## config.mk

```make
export PLATFORM = sky130hd
export DESIGN_NAME = mvmt_queue
export DESIGN_NICKNAME = d
export VERILOG_FILES = /design/src/rtl/mvmt_pkg.sv /design/src/rtl/mvmt_queue.sv
export SDC_FILE = /design/constraint.sdc
export NUM_CORES = 1
export LEC_CHECK = 0
export ABC_AREA = 1
export BUFFER_PORTS_ARGS = -buffer_cell sky130_fd_sc_hd__clkbuf_2
export CAP_MARGIN = 0
export CORE_ASPECT_RATIO = 0.5
export CORE_MARGIN = 10
export CORE_UTILIZATION = 40
export CTS_CLUSTER_DIAMETER = 120
export DETAILED_ROUTE_END_ITERATION = 10
export GPL_TIMING_DRIVEN = 0
export PLACE_DENSITY = 0.55
export SKIP_LAST_GASP = 1
export SLEW_MARGIN = 25
export SYNTH_ARGS = -nofsm -noshare
export SYNTH_HDL_FRONTEND = slang
export SYNTH_SLANG_ARGS = --single-unit
```

## constraint.sdc

```tcl
create_clock -name aclk -period 3.9 [get_ports aclk]
set_input_delay 0 -clock aclk [delete_from_list [all_inputs] [get_ports aclk]]
set_output_delay 0 -clock aclk [all_outputs]
set_load 0.05 [all_outputs]
```

## src/rtl/mvmt_pkg.sv

```systemverilog
`timescale 1ns / 1ps

package mvmt_pkg;

    localparam int DIM_W     = 10;
    localparam int MAX_DIM   = 1024;
    localparam int CFG_W     = 11;
    localparam int CFG_IDX_W = 2;
    localparam int VAL_W     = 32;
    localparam int SUM_W     = 64;
    localparam int QDEPTH    = 4;

    localparam logic [SUM_W-1:0] SUM_MAX = {1'b0, {(SUM_W-1){1'b1}}};
    localparam logic [SUM_W-1:0] SUM_MIN = {1'b1, {(SUM_W-1){1'b0}}};

    // configuration register indexes
    typedef enum logic [CFG_IDX_W-1:0] {
        CFG_NUM_ROWS  = 2'd0,
        CFG_NUM_COLS  = 2'd1,
        CFG_TRANSPOSE = 2'd2
    } cfg_reg_t;

    // per-element control carried from front to back
    typedef struct packed {
        logic [DIM_W-1:0] col;        // column sum address
        logic [DIM_W-1:0] res_index;  // row (normal) or column (transpose)
        logic             mode;       // 1: transpose
        logic             first;      // start a fresh sum
        logic             emit;       // this element completes a result
        logic             last;       // final result of the pass
    } mvmt_ctl_t;

    typedef struct packed {
        logic signed [VAL_W-1:0] mat;
        logic signed [VAL_W-1:0] vec;
        mvmt_ctl_t               ctl;
    } mvmt_item_t;

    // saturating signed add on two's-complement patterns
    function automatic logic [SUM_W-1:0] sat_add(input logic [SUM_W-1:0] a,
                                                 input logic [SUM_W-1:0] b);
        logic [SUM_W-1:0] s;
        begin
            s = a + b;
            if ((a[SUM_W-1] == b[SUM_W-1]) && (s[SUM_W-1] != a[SUM_W-1])) begin
                return a[SUM_W-1] ? SUM_MIN : SUM_MAX;
            end
            return s;
        end
    endfunction

    // last valid index of a dimension; 0 acts as 1, above MAX_DIM as MAX_DIM
    function automatic logic [DIM_W-1:0] dim_last(input logic [CFG_W-1:0] r);
        logic [CFG_W-1:0] e;
        begin
            if (r == '0) begin
                e = CFG_W'(1);
            end else if (r > CFG_W'(MAX_DIM)) begin
                e = CFG_W'(MAX_DIM);
            end else begin
                e = r;
            end
            return DIM_W'(e - CFG_W'(1));
        end
    endfunction

endpackage

```

## src/rtl/mvmt_queue.sv

```systemverilog
`timescale 1ns / 1ps

module mvmt_queue import mvmt_pkg::*; (
    input  logic       aclk,
    input  logic       aresetn,
    input  logic       push,
    input  mvmt_item_t push_item,
    output logic       full,
    input  logic       pop,
    output logic       empty,
    output mvmt_item_t head
);

    localparam int PW = $clog2(QDEPTH);
    localparam int CW = $clog2(QDEPTH + 1);

    mvmt_item_t    slot_reg [QDEPTH];
    logic [PW-1:0] wr_ptr_reg, rd_ptr_reg;
    logic [CW-1:0] count_reg, count_next;

    assign full  = (count_reg == CW'(QDEPTH));
    assign empty = (count_reg == '0);
    assign head  = slot_reg[rd_ptr_reg];

    always_comb begin
        count_next = count_reg;
        if (push && !pop) begin
            count_next = count_reg + CW'(1);
        end else if (pop && !push) begin
            count_next = count_reg - CW'(1);
        end
    end

    always_ff @(posedge aclk) begin
        if (!aresetn) begin
            wr_ptr_reg <= '0;
            rd_ptr_reg <= '0;
            count_reg  <= '0;
        end else begin
            if (push) begin
                wr_ptr_reg <= wr_ptr_reg + PW'(1);
            end
            if (pop) begin
                rd_ptr_reg <= rd_ptr_reg + PW'(1);
            end
            count_reg <= count_next;
        end
    end

    always_ff @(posedge aclk) begin
        if (push) begin
            slot_reg[wr_ptr_reg] <= push_item;
        end
    end

    a_no_overflow: assert property (@(posedge aclk) disable iff (!aresetn)
        !(push && full))
        else $error("push into a full queue");

    a_no_underflow: assert property (@(posedge aclk) disable iff (!aresetn)
        !(pop && empty))
        else $error("pop from an empty queue");

endmodule

```

# Word-level counts from Yosys, hierarchy flattened
# Memory sizes are Yosys's and may differ from the RTL's. A register that Yosys moved wholly into a read port is not among the register bits.
# Cells that the tools add are included.
# Widths: inputs -> output; s select.
[totals]
register_bits = 7
ram_bits = 352
inputBits = 92
output_inout_bits = 90
mem_count = 1
[classes]
add_sub_neg = 4
eq_ne = 1
mux = 6
reduce_logical = 6
[mem_list]
columns = ["name", "depth", "word_bits", "rd", "rd_clocked_by_memory_dff", "wr", "line", "text"]
rows = [
  ["slot_reg", 4, 88, 1, 1, 1, "mvmt_queue.sv:17", "mvmt_item_t slot_reg [QDEPTH];"],
]
[ops]
columns = ["operator", "count"]
rows = [
  ["$mux 3", 2],
  ["$add 2x1->2 const B", 2],
  ["$mux 2", 2],
  ["$add 3x1->3 const B", 1],
  ["$eq 3x3->1 const B", 1],
  ["$logic_not 3->1", 1],
  ["$sub 3x1->3 const B", 1],
  ["$logic_and 1x1->1", 2],
  ["$logic_not 1->1", 2],
  ["$mux 1", 2],
  ["$reduce_bool 2->1", 1],
]

# Longest topological paths before layout
# Gate-level depths: netlist (run 1).
[depth]
word_depth = 4
depth_mapped = 10

# Worst setup path before layout (run 1)
# No wires, ideal clock.
[synth_timing]
kind = "register -> register"
start = "register wr_ptr_reg[0]"
end = "memory slot_reg[2][0] in the netlist's numbering, enable pin"
setup_ns = 0.442
arrival_ns = 2.291
path_slack_ns = 1.168
stages_incl_launch_ff = 5
synth_period_minus_slack_ns = 2.732
path_cell_list = "dfxtp_1 -> inv_1 -> ha_1 -> nand2_1 -> inv_1"
[synth_lines]
columns = ["element", "line", "text"]
rows = [
  ["start: declaration", "mvmt_queue.sv:18", "logic [PW-1:0] wr_ptr_reg, rd_ptr_reg;"],
  ["start signal: assignment", "mvmt_queue.sv:41", "wr_ptr_reg <= wr_ptr_reg + PW'(1);"],
  ["end: declaration", "mvmt_queue.sv:17", ""],
]
# Straight into the memory's write port.

==> results of run 1 <==
[cells in the mapped netlist]
master and number:
o21ai_1 55, nand4_1 1, o22ai_1 88, ha_1 5
nand3_1 1, inv_2 1, edfxtp_1 352, a21oi_1 4
clkbuf_2 4, dfxtp_1 9, fa_1 1, nor2_1 181
clkbuf_1 22, buf_6 12, inv_1 15, nor3_1 2
buf_2 12, o21ai_0 127, nand2_1 9, buf_4 6
inv_4 1
[area by class of cell]
| type | count | area [um2] |
|---|---|---|
| diodes | 1 | 2.502 |
| plain buffers | 56 | 342.8 |
| inverters | 17 | 86.33 |
| flip-flops and latches | 361 | 10750 |
| repair buffers | 277 | 1937 |
| fillers | 2822 | 16000 |
| multi-input cells | 474 | 2298 |
| clock buffers | 44 | 952.2 |
| well taps | 441 | 551.8 |
| clock inverters | 18 | 191.4 |
[logic make-up after synthesis]
| family | count (synthesis) | share of synthesized area, % |
|---|---|---|
| AO/OA/AOI/OAI | 274 | 11.01 |
| adder cells (fa/ha/maj) | 6 | 0.6136 |
| buffers and inverters | 73 | 3.040 |
| flip-flops | 361 | 79.88 |
| AND/OR/NAND/NOR | 194 | 5.457 |
[power by group through the flow]
stage / logic (W) / registers (W) / clock network (W)
final: 0.00132 / 0.00447 / 0.00340
after global routing: 0.00141 / 0.00448 / 0.00365
after CTS: 0.00134 / 0.00447 / 0.00347
after detailed placement: 0.00126 / 0.00456 / 0
after global placement: 0.00123 / 0.00458 / 0
after floorplan: 0.000834 / 0.00456 / 0
[repair_timing]
action | CTS | global route
buffers inserted | 0 | 0
hold endpoints to repair | 361 | 0
setup endpoints to repair | 0 | 0
hold buffers | 92 | 0
[metal layers]
| layer | vias up | track usage, % | share of wire [%] |
|---|---|---|---|
| li1 | 4058 | - | - |
| met5 | - | 0 | 0.038 |
| met3 | 55 | 2.906 | 4.7 |
| met1 | 4312 | 19.05 | 40 |
| met4 | 2 | 5.109 | 2.3 |
| met2 | 231 | 29.45 | 53 |
[worst max-delay path, cell delays in order, from the launching register on]
cell and delay, ns:
dfxtp_1 0.69, clkbuf_2 0.35, buf_2 0.28, o21ai_0 0.13
o22ai_1 0.22, clkbuf_2 0.32
[metrics by stage]
| step | total power, W | setup WS (ns) | TNS, ns |
|---|---|---|---|
| 5_1_grt | 0.009543 | 1.220 | 0 |
| 2_1_floorplan | 0.005391 | 1.168 | 0 |
| 3_3_place_gp | 0.005805 | -0.4620 | -132.04 |
| 3_5_place_dp | 0.005814 | 1.894 | 0 |
| 6_report | 0.009190 | 1.370 | 0 |
| 4_1_cts | 0.009287 | 1.338 | 0 |
[worst paths after layout]
| check | start | endpoint | slack, ns | depth (start not counted) |
|---|---|---|---|---|
| max reg2reg | wr_ptr_reg[0]$_SDFFE_PN0P_ | slot_reg[0][45]$_DFFE_PP_ | 2.06 | 5 |
| min | push_item[57] | slot_reg[3][57]$_DFFE_PP_ | 0.23 | 2 |
| min reg2reg | rd_ptr_reg[1]$_SDFFE_PN0P_ | rd_ptr_reg[1]$_SDFFE_PN0P_ | 0.45 | 1 |
| max | flip-flop | head[64] | 1.37 | 5 |
==> results.md, run 1 <==
- The final hold violation count is 0.
- The count of instances resized after the clock tree is built is 0.
- The leading cell type in the layout, fill and taps excluded is edfxtp_1.
- In this run the power spent charging and discharging nets is 0.002426 W.
- The area inside the core boundary is 33110 um2.
- For this run the aggregate overflow at the end of global routing stands at 0.
- The leakage power is 6.092 nW.
- Setup repair after global routing left no endpoint under its margin.
- Clock-pin slew was measured on the worst setup and hold paths at 0.07 ns.
- The area growth from synthesis to final layout is 27.16%.
- The max-slew violation count is 0.
- For this design, the sink count on the clock tree is 361.
- The floorplan die width is 279.4 um.
- The final cycle utilization of the critical path is 64.87%.
- The number of clock buffers added by TritonCTS is 34.
- The data arrival time of the critical path is 2.53 ns.
- The final critical path time including I/O delays and setup is 2.530 ns.
- After technology mapping, the gate count stands at 908.
- The number of antenna violations at the first check in global routing is 2.
- The via count of the first global-routing pass is 8890.
- In this run, placement finished with an instance count of 1534.
- The type of the tightest min-delay check is in -> reg.
- The final cell count without fillers is 1689.
- The area share of the largest cell type after synthesis is 78.54%.
- The detail route stage leaves a number of antenna-violating nets equal to 0.
- Once the floorplan was initialized, standard cells occupied 40.65% of the core.
- The sequential power share is 48.7%.
- The cell type contributing the most total cell area after synthesis is edfxtp_1.
- The total of warnings raised by yosys is 0.
- Entering global routing, the biggest net connects 59 pins.
- The flow ran to the end, and the final reports show no timing, DRC or antenna violations.
- Counting flops and latches in the post-synthesis netlist gives 361.
- At the end of the flow the core is filled with cells to 51.69%.
- STA classifies the critical path endpoint as an output port.
- The number of vias in the routed layout is 8658.
- Sequential elements use 79.88% of the synthesized area.
- The half-perimeter wire length of the detailed placement result is 20820 um.
- The kind of critical path is reg -> out.
- The clock skew is 0.007424 ns.
- The maximum count of clock buffers along a single path is 3.
- In the final design database the tool counted 1319 nets.
- In the post-synthesis netlist, the biggest area contributors are edfxtp_1 79%, nor2_1 5.0%, o21ai_0 4.7%.
- The top cell types in the final layout, fill and taps aside, are 352 x edfxtp_1, 185 x clkbuf_2, 181 x nor2_1, 127 x o21ai_0, 92 x dlygate4sd3_1.
- The transition time at the pin with the least slew margin is 0.6460 ns.
- Of all nets on the critical path, the largest fanout is 10.
- The required time of the critical path is 3.90 ns.
- The top achievable clock speed is 0.3953 GHz.
- Input and output buffers added on the ports amount to 181.
- The post-placement cell area is 15050 um2.
- The post-route netlist has 22.05% of its cells at a drive strength greater than 1.
- The cell at the root of the clock tree is clkbuf_16.
- The die area is 41830 um2.
- The remaining routing DRC violations is 0.
- The power share of the combinational group is 14.3%.
- Cell internal power was estimated by the tool at 0.006764 W.
- A synthesized cell averages 14.82 um2.
- Headroom to the max-slew limit came out at 56.93%.
- The total I/O pin count is 182.
- The register with the most flip-flops in the layout has 352 of them.
- On the final layout, the worst hold slack is 0.2310 ns.
- The count of unique library cells instantiated by Yosys is 21.
- Using the TritonRoute via totals, the vias-per-cell ratio works out to 5.126.
- Net switching is 26.40% of the power.
- After synthesis the cells add up to 13460 um2.
- The clock network burns 37.0% of the power.
- The floorplan has 47 rows.
- The routed wirelength normalized by instance count is 20.36 um.
- The final wirelength is 34390 um.
- The detailed-routing iteration count for the pre-antenna-repair pass is 5.
- The area of all placed cells without fillers is 17110 um2.
- In the global route stage, overall resource usage came out at 16.08%.
- The number of nets handed over by synthesis was 1006.
- TritonCTS built the clock tree.
- The die is 149.7 um tall.
- VDD sags by at most 0.2006 mV.
- The critical path launch point type is a flip-flop.
- The initial detailed-routing violation count is 575.
- Setup violations remaining at the end of the flow were counted as 0.
- The H-tree generated during clock tree synthesis spans 2 levels.
- The congestion estimate from routability-driven global placement came to 0.7196.
- At the later pin of the worst-skew pair, clock insertion delay measures 0.52 ns.
- The first global-routing pass estimated 51420 um of wire.
- Max-cap violations in this run came to 0.
- For this design the ratio of total power to cell area is 537.0 nW/um2.
No activity file was read; power rests on OpenSTA's default activity.
==> run 2, diff against run 1 <==
Clock period 3.9 ns to 2.6 ns, I/O delays scaled along.
==> results.md, run 2 (synthesis results as in run 1) <==
- After detailed routing, the met3 layer carries 1336 um of wire.
- The sequential power share is 49.2%.
- The kind of critical path is reg -> out.
- The post-placement cell area is 15270 um2.
- In this run the clock root is driven by a clkbuf_16.
- The pin count of the biggest net entering global routing is 26.
- The number of vias in the routed layout is 8664.
- In the final routed layout, each cell accounts on average for 20.68 um.
- The worst setup path is launched from a flip-flop.
- The TritonCTS clock tree is built.
- In this run switching power makes up 26.52% of total power.
- The met2 layer wire length in the routed design is 18610 um.
- The slowest stage of the critical path is the dfxtp_1 cell.
- In this design, the stage delay of the slowest critical-path cell is 0.58 ns.
- The remaining routing DRC violations is 0.
- The register with the most flip-flops in the layout has 352 of them.
- The via count of the first global-routing pass is 9090.
- The setup check on the worst reg-to-reg path leaves a slack of 0.32 ns.
- In the final layout, the share of cells above drive strength 1 is 23.13%.
- The area of all placed cells without fillers is 17280 um2.
- The transition time at the pin with the least slew margin is 0.5875 ns.
- The most common cell type on the critical path is buf_4.
- In this run the worst path has a maximum fanout of 10.
- The final critical path time including I/O delays and setup is 2.469 ns.
- The final core area utilization is 52.19%.
- The path depth of the worst reg2reg path is 7.
- The detailed router finished its first iteration with 717 violations.
- The data arrival time of the critical path is 2.47 ns.
- Max-cap violations in this run came to 0.
- The flow ran to the end, and the final reports show no timing, DRC or antenna violations.
- Cell internal power was estimated by the tool at 0.01002 W.
- In this run the standard cell core region covers 33110 um2.
- The initial standard-cell utilization of the core is 40.65%.
- The leading cell type in the layout, fill and taps excluded is edfxtp_1.
- Combinational logic burns 14.9% of the power.
- The count of inserted antenna diode cells is 0.
- The total power density per cell area is 789.1 nW/um2.
- The critical path goes through buf_6 -> buf_4 -> buf_4 -> nor2_1 -> o22ai_1 -> clkbuf_2.
- The max-slew violation count is 0.
- The peak ir drop on the vdd network is 0.4368 mV.
- The number of levels the H-tree was split into is 1.
- The end of the worst hold path is slot_reg[0][0]$_DFFE_PP_.
- The total congestion overflow after global routing is 0.
- The floorplan die width is 279.4 um.
- Signal routing reaches up to met4.
- The clock network accounts for 35.9% of the total power.
- The endpoint identified for the worst register-to-register timing path is slot_reg[2][57]$_DFFE_PP_.
- The number of placed instances, taps included, is 1545.
- Counting instances, the worst hold path has a depth of 2.
- The switching power summed over all nets is 0.003616 W.
- The area growth from synthesis to final layout is 28.38%.
- The beginning of the worst hold path is push_item[0].
- Counting along the longest clock path gives a buffer depth of 3.
- The top achievable clock speed is 0.4050 GHz.
- The critical path buffer and inverter count is 4.
- The library cells used most frequently in the layout, excluding fill and tap cells, are 352 x edfxtp_1, 189 x clkbuf_2, 181 x nor2_1, 127 x o21ai_0, 93 x dlygate4sd3_1.
- The first-pass GRT wire length is 53510 um.
- The number of nets in the layout is 1328.
- In this run the vertical extent of the chip is 149.7 um.
- The residual antenna-violating net count after detailed routing is 0.
- The required time of the critical path is 2.60 ns.
- The register clock-pin slew on the reported worst setup and hold paths is 0.07 ns.
- During I/O placement, the number of pins put on the boundary was 182.
- Setup repair after global routing left no endpoint under its margin.
- The number of sinks driven by the clock tree is 361.
- For this block, the routed nets add up to 35060 um of wire.
- After routing, the total negative slack on setup checks comes to 0 ns.
- The detailed-routing iteration count for the pre-antenna-repair pass is 5.
- The type of the tightest min-delay check is in -> reg.
- The worst register-to-register path begins at wr_ptr_reg[0]$_SDFFE_PN0P_.
- Across every metal layer, demand over resource in global routing totals 16.44%.
- Buffers added to address setup during post-CTS repair amount to 0.
- Summed over all nets, the half-perimeter wirelength after detailed placement is 22280 um.
- The final hold violation count is 0.
- The finished layout holds 1695 standard cells, fillers aside.
- The later-pin clock latency in the skew report is 0.57 ns.
- The worst pin sits at a relative slew slack of 60.84%.
- In this run the core area contains 47 standard-cell rows.
- Dividing the detail-routed via count by the number of cells gives 5.112.
- The worst setup path is captured at an output port.
- The global placer's final weighted congestion is 0.7290.
- The leakage power is 6.155 nW.
- The clock skew is 0.008901 ns.
- The final cycle utilization of the critical path is 94.96%.
- After layout, the design draws a total of 0.01363 W.
- The family of cells with the greatest summed delay on the critical path is buffers and inverters.
- The number of buffer cells added on primary ports is 181.
- Setup violations remaining at the end of the flow were counted as 0.
- The number of antenna violations at the first check in global routing is 0.
- The number of buffers created by CTS is 31.
- The die area is 41830 um2.
- After detailed routing, the wire length on met1 is 14390 um.
## run 2: changes by cell type in the layout (fill, tap and decap cells not counted), sizes merged
cell	previous run	this run
dlygate4sd3	92	93
inv	17	14
bufinv	4	6
diode	1	0
clkinvlp	3	6
clkbuf	251	243
buf	34	45
clkinv	11	12
## run 2: worst max-delay path by stage
stage / endpoint / cells past startpoint
after floorplan: slot_reg[0][0]$_DFFE_PP_ / 4
after global placement: slot_reg[0][57]$_DFFE_PP_ / 4
after detailed placement: slot_reg[2][57]$_DFFE_PP_ / 7
after CTS: head[30] / 5
after global routing: head[79] / 4
final: head[35] / 6
## run 2: power by group through the flow
| stage | Combinational, W | Clock [W] | Sequential, W |
|---|---|---|---|
| floorplan | 0.00125 | 0 | 0.00683 |
| global placement | 0.00185 | 0 | 0.00685 |
| detailed placement | 0.00193 | 0 | 0.00683 |
| CTS | 0.00206 | 0.00498 | 0.00671 |
| global route | 0.00218 | 0.00521 | 0.00672 |
| finish | 0.00203 | 0.00489 | 0.00671 |
## run 2: layout make-up
cell class,count,area [um2]
multi-input cells,474,2298
clock inverters,21,257.7
flip-flops and latches,361,10750
fillers,2810,15830
well taps,441,551.8
plain buffers,56,347.8
clock buffers,36,814.5
repair buffers,289,2175
inverters,17,81.33
## run 2: per-stage QoR
stage,worst slack [ns],hold WS (ns)
5_1_grt,0.01197,0.1628
3_3_place_gp,-1.100,0.2146
6_report,0.1311,0.1868
2_1_floorplan,0.2322,0.09887
4_1_cts,0.008285,0.1514
3_5_place_dp,0.2708,0.2211
## run 2: metal layers
layer	vias up	GRT usage, %
li1	4074	-
met1	4374	19.91
met2	172	30.48
met3	44	2.596
met4	0	3.926
met5	-	0
## run 2: worst register-to-register path, stage by stage, from the launching register on
cell,delay [ns]
dfxtp_1,0.37
inv_1,0.10
ha_1,0.20
nand2_1,0.10
clkinvlp_4,0.47
buf_12,0.38
buf_12,0.19
buf_12,0.19
## run 2: timing repair
item / in CTS / in global routing
hold buffers: 93 / 0
cloned: 0 / 0
pin swaps: 0 / 0
resized for setup: 1 / 7
endpoints found under the hold margin: 365 / 0
setup endpoints to repair: 6 / 24
